### src/pcmp_ram.sv
// Generic RAM: one write port, two read ports, registered read data.
module pcmp_ram #(
	parameter int WIDTH = 8,
	parameter int DEPTH = 16
) (
	input  logic                     clk,
	input  logic                     we,
	input  logic [$clog2(DEPTH)-1:0] waddr,
	input  logic [WIDTH-1:0]         wdata,
	input  logic [$clog2(DEPTH)-1:0] raddr_a,
	output logic [WIDTH-1:0]         rdata_a,
	input  logic [$clog2(DEPTH)-1:0] raddr_b,
	output logic [WIDTH-1:0]         rdata_b
);

	logic [WIDTH-1:0] mem [DEPTH];

	always_ff @(posedge clk) begin
		if (we) begin
			mem[waddr] <= wdata;
		end
		rdata_a <= mem[raddr_a];
		rdata_b <= mem[raddr_b];
	end

endmodule
### config.mk
export PLATFORM = sky130hd
export DESIGN_NAME = pcmp_ram
export DESIGN_NICKNAME = d
export VERILOG_FILES = /design/src/pcmp_ram.sv
export SDC_FILE = /design/constraint.sdc
export NUM_CORES = 1
export LEC_CHECK = 0
export BUFFER_PORTS_ARGS = -buffer_cell sky130_fd_sc_hd__buf_4
export CORE_MARGIN = 5
export CORE_UTILIZATION = 34
export CTS_BUF_LIST = sky130_fd_sc_hd__clkbuf_16
export DETAILED_ROUTE_END_ITERATION = 7
export PLACE_DENSITY = 0.62
export SETUP_SLACK_MARGIN = 0.3
export SLEW_MARGIN = 25
export SYNTH_ARGS = -nofsm -noshare
export SYNTH_HDL_FRONTEND = slang
export SYNTH_SLANG_ARGS = --single-unit
### constraint.sdc
create_clock -name clk -period 3.35 [get_ports clk]
set_clock_uncertainty 0.05 [all_clocks]
set_input_delay 0.67 -clock clk [delete_from_list [all_inputs] [get_ports clk]]
set_output_delay 0.67 -clock clk [all_outputs]
set_load 0.05 [all_outputs]
== Word level (Yosys, flattened, before mapping) ==
Memories as Yosys holds them, arrays and structs flattened. A register that Yosys moved wholly into a read port is not among the register bits.
Cells that the tools add are included.
Cells by class
  mux-type cells: 2
Operators by type and width (count)
  $mux W1: 2
Storage, ports and cells
  memories kept: 1
  logic and storage cells: 3
  output and inout bits: 16
  input port bits: 22
  register bits after elaboration: 0
  memory bits (writable): 128
Memory list
  mem: depth 16, width 8, read ports 2, clocked after Yosys merged registers in 2, write ports 1, line 16  | logic [WIDTH-1:0] mem [DEPTH];

== Depth between registers and ports, before layout ==
Gate-level depths: netlist of the first run.
  depth in word-level cells: 2
  depth in mapped cells: 5
  mapped depth without buffers: 3

== Least setup slack after synthesis of the first run ==
Ideal clock, no wire load.
  path kind: input to register
  start: in waddr[2]
  end: mem mem[0][0], enable pin
  data arrival time: 1780 ps
  library setup time: 383 ps
  stages on the path: 2
  required time: 2917 ps
  path slack: 1137 ps
  path buffers: 0
  cells stage by stage: or3b_2 nor3_1
RTL lines
  start, declared: line 8  | input logic [$clog2(DEPTH)-1:0] waddr,
  end, declared: line 16
No word-level cell before the write port.

== Worst setup path after layout of the first run ==
  start: in waddr[2]
  end: mem mem[3][2], enable pin
No word-level cell before the write port.

==> qor.yml, run 1 <==
logic_synthesis:
  synthCells: 307
  syn_area_per_cell_um2: 20.7
  yosysTopAreaCell: "edfxtp_1"
  synth_top_flop_cell: "edfxtp_1"
  synth_seq_cells: 144
  yosys-top-cells-count: "128 x edfxtp_1, 34 x mux4_2, 32 x a22oi_1"
  synth_warnings: 0
  synth-edff-count: 128
  synthTopCellsByArea: "edfxtp_1 61%, mux4_2 12%, mux4_1 12%"
  async_flop_share_pct: 0
  yosys.cell_count.top_type: "edfxtp_1"
  synth_top_area_share_pct: 60.6
  synthesis.area_um2: 6350
  seq_area_frac_synth_pct: 65.6
  syn-num-nets: 329
  ys_types: 20
sta:
  max_freq_mhz: 495
  finalCritPeriodShare_pct: 60.3
  rsz0062_at_grt: "no"
  relSlewSlack_pct: 37.3
  tightest_slew_ns: 0.939
  period_needed_ns: 2.02
  final_hold_viol_count: 0
  slew_viol_final: 0
  report.final.setup_viol: 0
  tns_ns: 0
route:
  drtIter0Drc: 260
  wl_per_cell_um: 23.6
  via_per_inst: 5.51
  vias: 3327
  drc: 0
  first_pass_iters: 4
  wirelength_um: 14200
  drtAntennaViolNets: 0
worst_setup_path:
  crit_chain: "buf_4, or3b_2, nor2_1"
  slowest_stage: "nor2_1"
  crit_family: "simple AND/OR/NAND/NOR gates"
  cp-end-kind: "flip-flop"
  crit_path_max_fanout: 8
  arrival_ns: 2.00
  crit_buf_inv: 1
  r2r_setup_slack_ns: 1.88
  worst_path_largest_cell_delay_ns: 0.70
  crit_path_start_kind: "input port"
  critical_path_required_ns: 3.34
  crit_type: "input port to flip-flop"
layout:
  nets: 379
  n_fill_cell: 1641
  drive_above_1_share_pct: 30.8
  seqCellArea_um2: 4160
  fin_util_pct: 40.0
  area_growth_syn_to_layout_pct: 16.7
  n_antenna_cell: 0
  multi_input_area_um2: 2010
floorplan:
  fp.dieArea_um2: 21500
  io_pins: 38
  fp.dieH_um: 147
  die_x_um: 147
  rows: 50
  start_util_pct: 34.3
  core-area_um2: 18500
clocking:
  cts_inserted_buffers: 17
  cts-resized-gates: 0
  post_cts_buffers: 0
  clock_path_buffers: 2
  clkSinkCount: 144
  htreeDepth: 4
  cts.clk_slew.worst_paths_ns: 0.06
  hold_buffers: 0
  insertion_delay_ns: 0.42
  cts_root_buffer: "clkbuf_16"
  cts_tree: "done"
power_and_ir_drop:
  p_leak_uw: 0.00253
  power_density_nw_per_um2: 565
  power_uw: 4180
  max-vdd-ir-drop_mv: 0.318
placement:
  dp_hpwl_um: 9120
  numPortBuffers: 37
  gp_congestion: 0.759
grt:
  grt_max_degree: 33
  grt_pass1_vias: 3536
  grt_pass1_wl_um: 21700
  grt_overflow: 0
  grt_antenna_before_repair: 0
  grt_usage_pct: 13.7
run_status:
  status: "complete, no violations"
flow_run:
  cap_violations: 0
hold_path:
  worstHoldPathType: "input port to flip-flop"
## cell usage in the layout, fill, tap and decap left out
cell / instances
inv_6: 1
mux4_1: 28
clkinv_1: 3
clkbuf_16: 17
dfxtp_1: 16
and2_1: 2
nand2_1: 17
mux4_2: 34
mux4_4: 2
edfxtp_1: 128
nor2_1: 14
clkinv_2: 3
nand3_1: 1
bufinv_16: 2
clkinvlp_4: 2
nand3b_1: 2
buf_4: 51
or3b_2: 1
nor2b_1: 2
a22oi_1: 32
and2b_1: 2
inv_1: 3
nor3_1: 4
nand2b_1: 2
clkinv_4: 1
## flip-flops by register name (all words and copies together), names as in the netlist
register,cells
mem,128
rdata_b,8
rdata_a,8
## power breakdown
part           internal (µW)  switching (µW)
sequential              2010            24.0
combinational            151             233
clock                   1080             688
total                   3240             946
## cell families after synthesis
kind of cell / count (synthesis) / share of synthesized area, %
DFF: 144 / 65.6
and+or+nand+nor: 47 / 3.43
buffers and inverters: 20 / 2.72
AOI/OAI and AO/OA: 32 / 3.79
muxes: 64 / 24.4
## final timing paths
| check | startpoint | endpoint | cells after the start |
|---|---|---|---|
| worst max-delay path | waddr[2] | mem[3][2] | 3 |
| worst min-delay path | wdata[5] | mem[12][5] | 1 |
| worst max register to register | mem[5][4] | rdata_a[4] | 3 |
| worst min register to register | mem[14][5] | rdata_b[5] | 3 |
## worst register-to-register path, stage by stage, from the launching register on
cell,delay [ns]
edfxtp_1,0.38
mux4_1,0.55
a22oi_1,0.25
nand2_1,0.13
## per-layer routing
metal / wire [µm] / up-vias / GRT usage (%)
met2: 7040 / 107 / 21.8
met3: 1010 / 12 / 5.09
met4: 125 / 0 / 3.48
met5: 0 / - / 0
met1: 6070 / 1768 / 17.9
li1: - / 1440 / -
## cell type report
| class | count | area share, % |
|---|---|---|
| multi-input cells | 143 | 27.1 |
| clock inverters | 15 | 1.76 |
| flip-flops and latches | 144 | 56.2 |
| repair buffers | 51 | 5.17 |
| clock buffers | 17 | 5.75 |
| well taps | 234 | 3.95 |
## per-stage QoR
stage / area [µm²] / setup WS [ns] / hold slack (ns) / cells
global route: 7400 / 1.27 / 0.498 / 604
floorplan: 6350 / 1.14 / 0.597 / 307
finish: 7400 / 1.33 / 0.508 / 604
global placement: 6850 / 0.900 / 0.632 / 572
detailed placement: 6850 / 0.908 / 0.637 / 572
CTS: 7400 / 1.31 / 0.494 / 604
No activity file was read; power rests on OpenSTA's default activity.
==> inputs of run 2 (changes only) <==
Settings changed: ABC_AREA set to 1, PLACE_DENSITY 0.62 to 0.63.
Clock period 3.35 ns to 1.6 ns, I/O delays scaled along.
==> run 2 against run 1 <==
Effect of this change:
- area after synthesis rose by 14%
- total power rose by 120%
- core utilization rose by 1.5 points
- combinational power rose to 3.0 times the previous value
- critical path type is now flip-flop to output port
- largest power group unchanged
==> qor.yml, run 2 <==
grt:
  grt_usage_pct: 17.3  # +3.6 points
  grt_pass1_wl_um: 32000  # +47%
  grt_antenna_before_repair: 0  # unchanged
  grt_max_degree: 65  # +97%
  grt_pass1_vias: 5536  # +57%
  grt_overflow: 0  # unchanged
layout:
  reg_top3: "mem (128), rdata_a (8), rdata_b (8)"
  layout_commonest_cell: "nand2_1"
  max_flop_register: "mem"
  n_fill_cell: 2025  # +23%
  n_antenna_cell: 0  # unchanged
  largest_reg_flops: 128  # unchanged
  design_area_um2: 8730  # +18%
  nets: 920  # +140%
  final_cell_mix: "277 x nand2_1, 225 x nand3_1, 135 x inv_1, 128 x edfxtp_1, 45 x buf_4"
  drive_above_1_share_pct: 13.8  # -17 points
  area_growth_syn_to_layout_pct: 20.2
route:
  drtIter0Drc: 878  # +240%
  wirelength_um: 20700  # +45%
  wl_per_cell_um: 17.5  # -26%
  drc: 0  # unchanged
  via_per_inst: 4.99  # -9.3%
  first_pass_iters: 8  # +4
  drtAntennaViolNets: 0  # unchanged
  vias: 5924  # +78%
clocking:
  insertion_delay_ns: 0.43  # about the same
  clkSinkCount: 144  # unchanged
  htreeDepth: 4  # unchanged
  clock_path_buffers: 2  # unchanged
  cts_root_buffer: "clkbuf_16"
  cts_inserted_buffers: 17  # unchanged
  cts_tree: "done"
  hold_buffers: 0  # unchanged
  cts.clk_slew.worst_paths_ns: 0.06  # about the same
sta:
  rsz0062_at_grt: "yes"
  whs_ns: 0.170  # -0.338 ns
  finalCritPeriodShare_pct: 82.6
  final_hold_viol_count: 0  # unchanged
  tns_ns: 0  # unchanged
  report.final.setup_viol: 0  # unchanged
  slew_viol_final: 0  # unchanged
  period_needed_ns: 1.32
  tightest_slew_ns: 0.440  # -0.499 ns
  relSlewSlack_pct: 70.7  # +33 points
  max_freq_mhz: 757
  setup_ws_ns: 0.279  # -1.05 ns
placement:
  dp_hpwl_um: 13400  # +47%
  numPortBuffers: 37  # unchanged
  gp_congestion: 0.858  # +13%
  place_ws_ns: 0.120  # -0.788 ns
  place_area_um2: 8030  # +17%
logic_synthesis:
  yosys-top-cells-count: "277 x nand2_1, 225 x nand3_1, 134 x inv_1"
  synth_warnings: 0  # unchanged
  synth-edff-count: 128  # unchanged
  synth_top_area_share_pct: 52.9  # -7.6 points
  yosys.cell_count.top_type: "nand2_1"
  synthCells: 851  # +180%
  syn-num-nets: 873  # +170%
  yosysTopAreaCell: "edfxtp_1"
  synthesis.area_um2: 7260  # +14%
  async_flop_share_pct: 0  # unchanged
  synth_top_flop_cell: "edfxtp_1"
  seq_area_frac_synth_pct: 57.4  # -8.3 points
  synthTopCellsByArea: "edfxtp_1 53%, nand3_1 16%, nand2_1 14%"
  ys_types: 13  # -35%
  synth_seq_cells: 144  # unchanged
  syn_area_per_cell_um2: 8.53  # -59%
hold_path:
  worstHoldPathType: "input port to flip-flop"
  hp-start: "wdata[5]"
power_and_ir_drop:
  p_clk_share_pct: 41.5  # -0.7 points
  power_uw: 9270  # +120%
  p_sw_uw: 2380  # +150%
  sw_frac_of_total_pct: 25.7  # +3.1 points
  power_frac_seq_pct: 46.1  # -2.5 points
  power_density_nw_per_um2: 1060  # +88%
  internal_power_uw: 6890  # +110%
  power_frac_comb_pct: 12.4  # +3.2 points
  p_leak_uw: 0.00388  # +53%
  max-vdd-ir-drop_mv: 0.686  # +120%
worst_setup_path:
  slowest_stage: "dfxtp_4"
  crit_buf_inv: 1  # unchanged
  crit_path_start_kind: "flip-flop"
  critPathLaunch: "rdata_a[7]"
  critical_path_required_ns: 1.23  # -2.11 ns
  arrival_ns: 0.95  # -1.05 ns
  worst_path_largest_cell_delay_ns: 0.38  # -0.32 ns
  cp-end-kind: "output port"
  crit_chain: "buf_8"
  r2r-start: "mem[8][2]"
  crit_type: "flip-flop to output port"
  crit_path_max_fanout: 1  # -7
  crit_family: "flip-flops"
run_status:
  status: "complete, no violations"
floorplan:
  start_util_pct: 34.5  # +0.26 points
  io_pins: 38  # unchanged
  fp.dieH_um: 156  # +6.5%
  fp.dieArea_um2: 24400  # +13%
  rows: 53  # +6.0%
  die_x_um: 156  # +6.5%
  core-area_um2: 21000  # +14%
flow_run:
  cap_violations: 0  # unchanged
[run 2: cell types whose count changed in the layout (fill, tap and decap cells not counted), sizes merged, moves of 25 or more]
cell   before  now
nand2      17  277
nand3       1  225
inv         4  140
buf        51   76
a22oi      32    0
mux4       64    0
[run 2: layout make-up]
| type | instances | area, µm² | area share (%) |
|---|---|---|---|
| Sequential cell | 144 | 4200 | 48.1 |
| Inverter | 138 | 518 | 5.94 |
| Tap cell | 275 | 344 | 3.94 |
| Multi-Input combinational cell | 521 | 2240 | 25.7 |
| Timing Repair Buffer | 76 | 852 | 9.76 |
| Clock inverter | 15 | 146 | 1.68 |
| Clock buffer | 17 | 425 | 4.88 |
[run 2: logic make-up (layout without fill, tap and decap cells)]
family                 after synthesis  after routing  synth area share [%]
buffers and inverters              186            246                  11.7
flip-flops                         144            144                  57.4
AND/OR/NAND/NOR                    521            521                  30.9
[run 2: path summary, 6_finish.rpt]
kind / cells past startpoint / to / slack [ns]
setup reg to reg: 6 / rdata_b[2] / 0.47
hold reg to reg: 6 / rdata_a[4] / 0.62
setup / recovery: 1 / rdata_a[7] / 0.28
hold / removal: 1 / mem[13][5] / 0.17
[run 2: timing repair]
| item | 4_1_cts | 5_1_grt |
|---|---|---|
| buffers inserted | 0 | 0 |
| setup endpoints to repair | 14 | 16 |
| gates cloned | 0 | 0 |
| gates resized for setup | 37 | 8 |
[run 2: power groups by stage]
stage          clock network [µW]  logic (µW)  registers (µW)
3_3_place_gp                    0        1080            4330
2_1_floorplan                   0         530            4470
5_1_grt                      4050        1240            4280
3_5_place_dp                    0        1090            4330
4_1_cts                      3880        1140            4270
6_report                     3840        1150            4270
[run 2: per-stage QoR]
step / util [%] / cells
after floorplan: - / 851
after global placement: 38.2 / 1154
after detailed placement: 38.2 / 1154
after CTS: 41.4 / 1186
after global routing: 41.5 / 1186
final: 41.5 / 1186
[run 2: routing by layer]
metal / vias to the layer above / share of wire [%] / track usage, % / wire, µm
li1: 2833 / - / - / -
met1: 2763 / 44 / 23.8 / 9050
met2: 299 / 45 / 26.6 / 9320
met3: 29 / 9.0 / 4.44 / 1870
met4: 0 / 2.2 / 5.95 / 463
met5: - / 0 / 0 / 0
==> inputs of run 3 (changes only) <==
Clock period 1.6 ns to 1.2 ns, I/O delays scaled along.
==> run 3 against run 2 <==
Effect of this change:
- the run now ends with negative setup slack left
- total power is 36% higher
- core utilization is 5.7 points higher
- design area is 14% higher
- sequential share of layout area is 5.9 points lower
- register-to-register slack worse by 0.35 ns
- worst setup slack worse by 0.32 ns
- clock power is 27% higher
==> qor.yml, run 3 (synthesis results as in run 2) <==
route:
  drtIter0Drc: 579  # -34%
  via_per_inst: 5.22  # +4.5%
  drtAntennaViolNets: 0  # unchanged
  first_pass_iters: 5  # -3
  wl_per_cell_um: 19.2  # +10%
  wirelength_um: 23300  # +13%
  drc: 0  # unchanged
  vias: 6324  # +6.8%
hold_path:
  worstHoldPathType: "input port to flip-flop"
  hold_depth: 1  # unchanged
grt:
  grtUsageMet3_pct: 4.22  # -0.22 points
  grt_pass1_vias: 5852  # +5.7%
  grt_overflow: 0  # unchanged
  grtUsageMet2_pct: 28.8  # +2.2 points
  grt_antenna_before_repair: 0  # unchanged
  grt_pass1_wl_um: 34800  # +8.7%
  grt_max_degree: 48  # -26%
  grt_usage_pct: 18.9  # +1.7 points
  use_met1_pct: 26.7  # +2.9 points
  grt.busiest_layer: "met2"
run_status:
  violations: "negative setup slack"
  status: "complete, but fails checks"
power_and_ir_drop:
  power_density_nw_per_um2: 1270  # +19%
  max-vdd-ir-drop_mv: 0.996  # +45%
  p_leak_uw: 0.00427  # +10%
floorplan:
  fp.dieH_um: 156  # unchanged
  start_util_pct: 34.5  # unchanged
  die_x_um: 156  # unchanged
  io_pins: 38  # unchanged
  rows: 53  # unchanged
  core-area_um2: 21000  # unchanged
  fp.dieArea_um2: 24400  # unchanged
sta:
  tightest_slew_ns: 0.526  # +0.0865 ns
  max_freq_mhz: 805
  period_needed_ns: 1.24
  report.final.setup_viol: 7  # +7
  finalCritPeriodShare_pct: 104
  relSlewSlack_pct: 64.9  # -5.8 points
  rsz0062_at_grt: "yes"
  slew_viol_final: 0  # unchanged
  setup_ws_ns: -0.0423  # -0.321 ns
  tns_ns: -0.108  # -0.108 ns
  final_hold_viol_count: 0  # unchanged
layout:
  layout_commonest_cell: "nand2_1"
  largest_reg_flops: 128  # unchanged
  nets: 945  # +2.7%
  multi_input_area_um2: 3180  # +42%
  max_flop_register: "mem"
  reg_top3: "mem (128), rdata_a (8), rdata_b (8)"
  fin_cells: 1211  # +2.1%
  n_antenna_cell: 0  # unchanged
  seqCellArea_um2: 4190  # -0.21%
  n_fill_cell: 1897  # -6.3%
  area_growth_syn_to_layout_pct: 36.8
  fin_util_pct: 47.3  # +5.7 points
  drive_above_1_share_pct: 45.2  # +31 points
  final_cell_mix: "229 x nand2_1, 131 x nand3_2, 128 x edfxtp_1, 90 x nand3_1, 72 x inv_2"
clocking:
  hold_buffers: 0  # unchanged
  cts_inserted_buffers: 17  # unchanged
  cts_root_buffer: "clkbuf_16"
  clock_path_buffers: 2  # unchanged
  cts_tree: "done"
  post_cts_buffers: 0  # unchanged
  htreeDepth: 4  # unchanged
  insertion_delay_ns: 0.43  # about the same
  clkSinkCount: 144  # unchanged
  cts.clk_slew.worst_paths_ns: 0.06  # about the same
worst_setup_path:
  arrival_ns: 0.95  # about the same
  crit_path_max_fanout: 1  # unchanged
  crit_chain: "buf_8"
  crit_family: "flip-flops"
  worst_path_largest_cell_delay_ns: 0.37  # about the same
  slowest_stage: "dfxtp_2"
  crit_buf_inv: 1  # unchanged
  crit_type: "flip-flop to output port"
  critical_path_required_ns: 0.91  # -0.32 ns
  cp.depth: 1  # unchanged
  cp-end-kind: "output port"
  crit_path_start_kind: "flip-flop"
  rr_worst_depth: 6  # unchanged
placement:
  dp_cells: 1179  # +2.2%
  gp_congestion: 0.898  # +4.6%
  numPortBuffers: 37  # unchanged
  dp_hpwl_um: 15000  # +12%
flow_run:
  cap_violations: 0  # unchanged
[run 3: report_power, final]
part           internal (µW)  switching (µW)
registers               5620            79.7
clock network           2840            2040
logic                    726            1270
[run 3: area by class of cell]
type,instances,share of cell area (%)
Sequential cell,144,42.1
Multi-Input combinational cell,521,32.0
Timing Repair Buffer,101,11.4
Inverter,138,5.49
Clock buffer,19,4.79
Tap cell,275,3.46
Clock inverter,13,0.731
[run 3: worst paths after layout]
check                  start    endpoint  slack (ns)
hold reg to reg   mem[12][3]  rdata_a[3]        0.66
hold / removal      wdata[3]  mem[10][3]        0.15
setup reg to reg   mem[8][7]  rdata_b[7]        0.12
setup / recovery  rdata_a[0]  rdata_a[0]       -0.04
[run 3: metal layers]
layer / vias up / part of all wire, %
met4: 0 / 2.9
met5: - / 0
met1: 3012 / 42
li1: 2893 / -
met2: 354 / 47
met3: 65 / 8.5
[run 3: repair_timing]
| action | 4_1_cts | 5_1_grt |
|---|---|---|
| endpoints found under the hold margin | 0 | 0 |
| endpoints found under the setup margin | 38 | 68 |
| resized for setup | 125 | 180 |
| pin swaps | 49 | 68 |
[run 3: through the flow]
| stage | hold WS [ns] | power (µW) | worst slack, ns | area, µm² |
|---|---|---|---|---|
| 2_1_floorplan | 0.289 | 6810 | 0.0364 | 7680 |
| 3_3_place_gp | 0.583 | 7400 | -0.177 | 8430 |
| 3_5_place_dp | 0.594 | 7400 | -0.173 | 8430 |
| 4_1_cts | 0.140 | 12400 | -0.0495 | 9360 |
| 5_1_grt | 0.140 | 13000 | -0.0537 | 9930 |
| 6_report | 0.146 | 12600 | -0.0423 | 9930 |
